[src/tqdp_pkg.sv]
// Package for the ternary packed dot product block.
// Word types, accumulator widths, saturation limits and the digit extraction function.
// No dependencies.
package tqdp_pkg;

    localparam int BACC_W  = 25;
    localparam int RACC_W  = 48;
    localparam int ACT_W   = 16;
    localparam int SCALE_W = 16;
    localparam int RES_W   = 32;

    localparam int MUL_A_W = BACC_W;
    localparam int MUL_B_W = SCALE_W + 1;
    localparam int MUL_P_W = MUL_A_W + MUL_B_W;

    localparam int RACC_HALF = RACC_W / 2;

    localparam logic signed [BACC_W-1:0] BACC_MAX = {1'b0, {(BACC_W-1){1'b1}}};
    localparam logic signed [BACC_W-1:0] BACC_MIN = {1'b1, {(BACC_W-1){1'b0}}};
    localparam logic signed [RACC_W-1:0] RACC_MAX = {1'b0, {(RACC_W-1){1'b1}}};
    localparam logic signed [RACC_W-1:0] RACC_MIN = {1'b1, {(RACC_W-1){1'b0}}};
    localparam logic signed [63:0] RES_MAX64 = 64'sd2147483647;
    localparam logic signed [63:0] RES_MIN64 = -64'sd2147483648;
    localparam logic signed [RES_W-1:0] RES_MAX = {1'b0, {(RES_W-1){1'b1}}};
    localparam logic signed [RES_W-1:0] RES_MIN = {1'b1, {(RES_W-1){1'b0}}};

    localparam logic signed [SCALE_W-1:0] TSCALE_RESET = 16'sh7FFF;

    // digit codes
    localparam logic [1:0] TRIT_NEG  = 2'd0;
    localparam logic [1:0] TRIT_ZERO = 2'd1;
    localparam logic [1:0] TRIT_POS  = 2'd2;

    localparam logic [7:0] POW3_MOD256 [8] = '{8'd1, 8'd3, 8'd9, 8'd27, 8'd81,
                                               8'd243, 8'd217, 8'd139};

    typedef struct packed {
        logic [7:0]                packed_byte;
        logic [2:0]                trit_pos;
        logic signed [ACT_W-1:0]   activation;
        logic signed [SCALE_W-1:0] block_scale;
        logic                      last_of_block;
        logic                      last_of_row;
    } in_word_t;

    typedef struct packed {
        logic signed [RES_W-1:0] row_result;
        logic                    saturated;
    } out_word_t;

    // digit = ((byte * 3^pos mod 256) * 3) >> 8
    function automatic logic [1:0] trit_of(input logic [7:0] b, input logic [2:0] pos);
        logic [15:0] prod;
        logic [7:0]  q;
        logic [9:0]  q3;
        begin
            prod = b * POW3_MOD256[pos];
            q    = prod[7:0];
            q3   = {2'b00, q} + {1'b0, q, 1'b0};
            return q3[9:8];
        end
    endfunction

endpackage

[src/tqdp_mul.sv]
// Shared signed multiplier of the ternary dot product datapath.
// Serves block scaling and both halves of the row scaling. Depends on tqdp_pkg.
module tqdp_mul
    import tqdp_pkg::*;
(
    input  logic signed [MUL_A_W-1:0] a,
    input  logic signed [MUL_B_W-1:0] b,
    output logic signed [MUL_P_W-1:0] p
);

    assign p = MUL_P_W'(a) * MUL_P_W'(b);

endmodule

[src/ternary_packed_dot_product.sv]
// Top level of the ternary packed dot product block: sequencer and datapath.
// Depends on tqdp_pkg and tqdp_mul.
//
// Usage:
//   item_* carries one weight word (packed byte, digit position, activation,
//   block scale, block/row end marks). A word is taken when item_valid is
//   high and item_stall is low. result_* carries one row result word per
//   word with last_of_row set; the receiver holds it with result_stall.
//   cfg_we/cfg_wdata write the tensor scale; write it only while idle.
// Timing:
//   Plain words can follow back to back.
//   A block end steps through block scale multiply, then row add.
//   A row end runs the block fold, then the row scale as two 24-bit
//   partial products through the one shared multiplier, then combine,
//   floor shift and clip; the result is valid the cycle after that.
//   item_stall is high while the sequencer is busy.
// Stall: the result sits in an output register, so a stalled receiver only
//   blocks the next row end, which waits in its final step.
// Reset: accumulators clear, tensor scale returns to 32767, no result valid.
module ternary_packed_dot_product
    import tqdp_pkg::*;
#(
    parameter int SCALE_FRAC_BITS = 15
)
(
    input  logic                      clk,
    input  logic                      rst_n,
    input  logic                      item_valid,
    output logic                      item_stall,
    input  in_word_t                  item_word,
    output logic                      result_valid,
    input  logic                      result_stall,
    output out_word_t                 result_word,
    input  logic                      cfg_we,
    input  logic signed [SCALE_W-1:0] cfg_wdata
);

    localparam int SHIFT = 2 * SCALE_FRAC_BITS;

    typedef enum logic [5:0] {
        S_IDLE = 6'b000001,
        S_BMUL = 6'b000010,
        S_BADD = 6'b000100,
        S_RLO  = 6'b001000,
        S_RHI  = 6'b010000,
        S_FIN  = 6'b100000
    } state_t;

    state_t                      state_reg, state_next;
    logic signed [BACC_W-1:0]    block_acc_reg, block_acc_next;
    logic signed [RACC_W-1:0]    row_acc_reg, row_acc_next;
    logic signed [SCALE_W-1:0]   tscale_reg, tscale_next;
    logic                        result_valid_reg, result_valid_next;
    logic signed [SCALE_W-1:0]   bscale_reg, bscale_next;
    logic                        last_row_reg, last_row_next;
    logic signed [MUL_P_W-1:0]   product_reg, product_next;
    logic signed [MUL_P_W-1:0]   plo_reg, plo_next;
    out_word_t                   result_word_reg, result_word_next;

    logic signed [MUL_A_W-1:0]   mul_a;
    logic signed [MUL_B_W-1:0]   mul_b;
    logic signed [MUL_P_W-1:0]   mul_p;

    logic                        accept;
    logic                        out_free;
    logic [1:0]                  trit;
    logic signed [BACC_W:0]      bsum;
    logic signed [BACC_W-1:0]    bsat;
    logic signed [RACC_W:0]      rsum;
    logic signed [RACC_W-1:0]    rsat;
    logic signed [63:0]          full_prod;
    logic signed [63:0]          scaled;

    tqdp_mul u_mul (
        .a (mul_a),
        .b (mul_b),
        .p (mul_p)
    );

    assign item_stall   = (state_reg != S_IDLE);
    assign accept       = item_valid && !item_stall;
    assign out_free     = !result_valid_reg || !result_stall;
    assign result_valid = result_valid_reg;
    assign result_word  = result_word_reg;

    always_comb
    begin
        unique case (state_reg)
            S_RLO:
            begin
                mul_a = signed'({1'b0, row_acc_reg[RACC_HALF-1:0]});
                mul_b = signed'({tscale_reg[SCALE_W-1], tscale_reg});
            end
            S_RHI:
            begin
                mul_a = signed'({row_acc_reg[RACC_W-1], row_acc_reg[RACC_W-1:RACC_HALF]});
                mul_b = signed'({tscale_reg[SCALE_W-1], tscale_reg});
            end
            default:
            begin
                mul_a = block_acc_reg;
                mul_b = signed'({bscale_reg[SCALE_W-1], bscale_reg});
            end
        endcase
    end

    always_comb
    begin
        trit = trit_of(item_word.packed_byte, item_word.trit_pos);
        unique case (trit)
            TRIT_POS: bsum = (BACC_W+1)'(block_acc_reg) + (BACC_W+1)'(item_word.activation);
            TRIT_NEG: bsum = (BACC_W+1)'(block_acc_reg) - (BACC_W+1)'(item_word.activation);
            default:  bsum = (BACC_W+1)'(block_acc_reg);
        endcase
        if (bsum[BACC_W] != bsum[BACC_W-1])
            bsat = bsum[BACC_W] ? BACC_MIN : BACC_MAX;
        else
            bsat = bsum[BACC_W-1:0];

        rsum = (RACC_W+1)'(row_acc_reg) + (RACC_W+1)'(product_reg);
        if (rsum[RACC_W] != rsum[RACC_W-1])
            rsat = rsum[RACC_W] ? RACC_MIN : RACC_MAX;
        else
            rsat = rsum[RACC_W-1:0];

        full_prod = (64'(product_reg) <<< RACC_HALF) + 64'(plo_reg);
        scaled    = full_prod >>> SHIFT;
    end

    always_comb
    begin
        state_next        = state_reg;
        block_acc_next    = block_acc_reg;
        row_acc_next      = row_acc_reg;
        tscale_next       = cfg_we ? cfg_wdata : tscale_reg;
        result_valid_next = result_valid_reg && result_stall;
        bscale_next       = bscale_reg;
        last_row_next     = last_row_reg;
        product_next      = product_reg;
        plo_next          = plo_reg;
        result_word_next  = result_word_reg;

        unique case (state_reg)
            S_IDLE:
            begin
                if (accept)
                begin
                    block_acc_next = bsat;
                    bscale_next    = item_word.block_scale;
                    last_row_next  = item_word.last_of_row;
                    if (item_word.last_of_block || item_word.last_of_row)
                        state_next = S_BMUL;
                end
            end
            S_BMUL:
            begin
                product_next   = mul_p;
                block_acc_next = '0;
                state_next     = S_BADD;
            end
            S_BADD:
            begin
                row_acc_next = rsat;
                state_next   = last_row_reg ? S_RLO : S_IDLE;
            end
            S_RLO:
            begin
                product_next = mul_p;
                state_next   = S_RHI;
            end
            S_RHI:
            begin
                plo_next     = product_reg;
                product_next = mul_p;
                state_next   = S_FIN;
            end
            S_FIN:
            begin
                if (out_free)
                begin
                    if (scaled > RES_MAX64)
                    begin
                        result_word_next.row_result = RES_MAX;
                        result_word_next.saturated  = 1'b1;
                    end
                    else if (scaled < RES_MIN64)
                    begin
                        result_word_next.row_result = RES_MIN;
                        result_word_next.saturated  = 1'b1;
                    end
                    else
                    begin
                        result_word_next.row_result = scaled[RES_W-1:0];
                        result_word_next.saturated  = 1'b0;
                    end
                    result_valid_next = 1'b1;
                    row_acc_next      = '0;
                    state_next        = S_IDLE;
                end
            end
            default:
            begin
                state_next = S_IDLE;
            end
        endcase
    end

    always_ff @(posedge clk or negedge rst_n)
    begin
        if (!rst_n)
        begin
            state_reg        <= S_IDLE;
            block_acc_reg    <= '0;
            row_acc_reg      <= '0;
            tscale_reg       <= TSCALE_RESET;
            result_valid_reg <= 1'b0;
        end
        else
        begin
            state_reg        <= state_next;
            block_acc_reg    <= block_acc_next;
            row_acc_reg      <= row_acc_next;
            tscale_reg       <= tscale_next;
            result_valid_reg <= result_valid_next;
        end
    end

    always_ff @(posedge clk)
    begin
        bscale_reg      <= bscale_next;
        last_row_reg    <= last_row_next;
        product_reg     <= product_next;
        plo_reg         <= plo_next;
        result_word_reg <= result_word_next;
    end

    a_result_from_fin: assert property (@(posedge clk) disable iff (!rst_n)
        $rose(result_valid_reg) |-> $past(state_reg == S_FIN))
        else $error("result appeared outside final step");

    a_block_cleared: assert property (@(posedge clk) disable iff (!rst_n)
        state_reg == S_BMUL |=> block_acc_reg == '0 && state_reg == S_BADD)
        else $error("block accumulator not cleared after fold");

    a_row_cleared: assert property (@(posedge clk) disable iff (!rst_n)
        (state_reg == S_FIN && out_free) |=>
            row_acc_reg == '0 && state_reg == S_IDLE && result_valid_reg)
        else $error("row end did not emit and clear");

endmodule

[config.mk]
export PLATFORM = sky130hd
export DESIGN_NAME = ternary_packed_dot_product
export DESIGN_NICKNAME = d
export VERILOG_FILES = /design/src/tqdp_pkg.sv /design/src/tqdp_mul.sv /design/src/ternary_packed_dot_product.sv
export SDC_FILE = /design/constraint.sdc
export NUM_CORES = 2
export LEC_CHECK = 0
export ABC_AREA = 1
export BUFFER_PORTS_ARGS = -buffer_cell sky130_fd_sc_hd__buf_2
export CAP_MARGIN = 10
export CORE_ASPECT_RATIO = 0.8
export CORE_MARGIN = 10
export CORE_UTILIZATION = 60
export CTS_BUF_LIST = sky130_fd_sc_hd__clkbuf_4 sky130_fd_sc_hd__clkbuf_8
export DETAILED_ROUTE_END_ITERATION = 16
export GPL_TIMING_DRIVEN = 0
export PLACE_DENSITY = 0.74
export SETUP_SLACK_MARGIN = 0.05
export SLEW_MARGIN = 0
export SYNTH_ARGS = -nofsm -noshare
export SYNTH_HDL_FRONTEND = slang
export SYNTH_SLANG_ARGS = --single-unit
[constraint.sdc]
create_clock -name clk -period 23.5 [get_ports clk]
set_input_delay 4.7 -clock clk [delete_from_list [all_inputs] [get_ports clk]]
set_output_delay 4.7 -clock clk [all_outputs]
set_load 0.01 [all_outputs]
==> results.md <==
- Crit Path Class: in -> reg
- Final Instance Count excl. Fillers: 4,738
- Sum Neg Setup Slack: 0 ps
- DRT iter0 DRCs: 3,099
- Critical path endpoint category: flop
- Clock Path Buffers: 3
- Fin crit share: 50.4%
- Num CTS Buffers: 39
- GRT overflow: 0
- CP max FO: 10
- Final Hold Viols: 0
- Die area: between 0.06 and 0.07 mm^2
- Crit-path slowest cell: o21ai_0
- All-Layer GR Usage: 30.9%
- Syn nets: ~4,600
- Asr flop ratio synth: 46.6%
- Antenna Nets Post-Route: 0
- Max FFs per register: 48
- Status: finished, final reports clean
- Setup crit start kind: primary input
- TritonRoute pass-1 iters: 6
- Num rows: 74
- Dpl cells: 4,666
- H-tree levels: 2
- Largest net degree at the start of global routing: 65
- Clock Skew: about 40 ps
- First-pass GRT wire length: 145 mm
- Initial Util: 60.5%
- RSZ-0062 raised after global routing: no
- CTS Hold Bufs: 0
- Hold Path Class: reg -> reg
- Antenna violations before repair: 5
- Sequential fraction of the synthesis area: 18.5%
- Port-buffer cells: 98
- Netlist cell types: 59
- Seq cells post-synth: 206
- # setup viols final: 0
- Worst-path clk slew: 60 ps
- Slew margin rel.: 12.1%
- Hpwl dp: 79.1 mm
- Max stage delay on crit path: 670 ps
- Clock Sinks: around 210
- Ys flop type: edfxtp_1
- Chip Height: 223 um
- Layout cell share with drive strength beyond 1: around 7.3%
- CTS tree: yes
- Max_cap viols: 0
- Number of synthesized flops with an enable pin: 110
- Mean routed wirelength per cell: 19.8 um
- RePlAce Congestion: 1.02
- Worst Max-Slew Pin Slew: 1320 ps
- Synthesized netlist cell count: 3,879
- Via count: ~27,000
- Hold_ws: 498 ps
- Post-DP Area: 0.0323 mm^2
- Core ar.: 0.0510 mm^2
- Mapped Area: 0.0309 mm^2
- Setup bufs post-CTS: 0
- CTS resizes: 0
- Final net count: 4,752
- Number of vias per cell: 5.60
- Yosys warns: 0
- Die extent in x: 274 um
- Slew Viols, Final: 0
- WP data arrival: 12,370 ps
- Period minus WS final: 11,850 ps
- Average cell area after synthesis: 7.96 um^2
- Req. time, crit path: 24,030 ps
- Latest clock arrival within the worst-skew pair: roughly 640 ps
- Final Cell Area: about 0.033 mm^2
- DRT Wirelength: between 90 and 100 mm
- Worst path most repeated cell: nand2_1
- Vias in the first global route: 25,700
- Fmax: around 0.084 GHz
- DRC: 0
- Io pins: 101
- P&R area growth vs syn: 7.43%
- CTS Root Cell: clkbuf_8
-- worst paths after layout --
| check | start | end | slack (ps) | cells past startpoint |
|---|---|---|---|---|
| hold / removal | tscale_reg[8] | tscale_reg[8] | 500 | 2 |
| min in group asynchronous | rst_n | block_acc_reg[16] | 4060 | 1 |
| setup reg to reg | state_reg[5] | product_reg[39] | 13590 | 34 |
| hold reg to reg | tscale_reg[8] | tscale_reg[8] | 500 | 2 |
| max in group asynchronous | rst_n | row_acc_reg[6] | 18700 | 2 |
| setup / recovery | item_word[34] | block_acc_reg[13] | 11650 | 48 |
-- metal layers --
layer,GRT usage (%),wire [um]
met3,11.1,13000
met2,43.1,38100
met5,0,94
met1,44.0,39600
met4,9.45,2960
-- worst max-delay path: cells and delay by family --
family	cells	cell delay, ps
XOR/XNOR	2	330
buffers and inverters	9	1220
AO/OA/AOI/OAI	5	1150
AND/OR/NAND/NOR	25	2270
adder cells (fa/ha/maj)	7	2680
-- through the flow --
| stage | setup slack, ps | utilization [%] |
|---|---|---|
| after global routing | 11040 | 65.0 |
| after floorplan | 12170 | - |
| after global placement | 11140 | 63.1 |
| final | 11650 | 65.0 |
| after CTS | 11720 | 65.0 |
| after detailed placement | 11060 | 63.4 |
-- final cells by class --
type,count,area (um^2)
inverters,795,2990
fillers,4563,17900
repair buffers,103,591
well taps,684,856
clock inverters,21,191
clock buffers,50,638
diodes,1,2.50
flip-flops and latches,206,5730
multi-input cells,2784,21700
plain buffers,94,432
-- cells in the mapped netlist (7+ instances only) --
cell type  number  area share [%]
a21o_1         15            0.36
a21oi_1       221             3.6
a21oi_2         8            0.23
a31oi_1        34            0.69
buf_2          21            0.34
buf_4           8            0.19
clkbuf_1       59            0.72
clkinv_1        7           0.085
dfrtp_1        80             6.5
dfstp_2        16             1.4
edfxtp_1      110              11
fa_1          425              28
ha_1          238             9.6
inv_1         777             9.4
inv_2          10            0.12
mux2_2         15            0.55
nand2_1       839              10
nand2_2        10            0.20
nand2_4         8            0.29
nand3_1       140             2.3
nand4_1         7            0.14
nor2_1        354             4.3
nor3_1         24            0.39
nor4_1          8            0.16
o211ai_1        8            0.19
o21a_1          9            0.22
o21ai_0       171             2.8
o21ai_1        28            0.45
o21bai_1        9            0.22
o22ai_1        11            0.22
or2_2           7            0.14
xnor2_1        46             1.3
xor2_1         98             2.8
-- layout by cell type (no fill, tap or decap), drive strengths merged, types with 20 or more instances in the layout --
master / n
clkinv: 20
xnor2: 46
ha: 238
nor2: 355
edfxtp: 110
o21ai: 202
dfrtp: 80
a21oi: 229
clkbuf: 109
xor2: 99
inv: 788
nand2: 857
nor3: 25
buf: 138
nand3: 145
a31oi: 34
fa: 425
-- logic make-up after synthesis --
family                     share of synthesized area (%)
buffers and inverters                               11.1
adders and majority gates                           37.2
DFF                                                 18.5
and+or+nand+nor                                     18.7
muxes                                              0.547
xor gates and xnor gates                            4.14
AOI/OAI and AO/OA                                   9.76
Power is not shown: default switching activity piles up to over one toggle a cycle in this logic, so the estimate is an artifact.
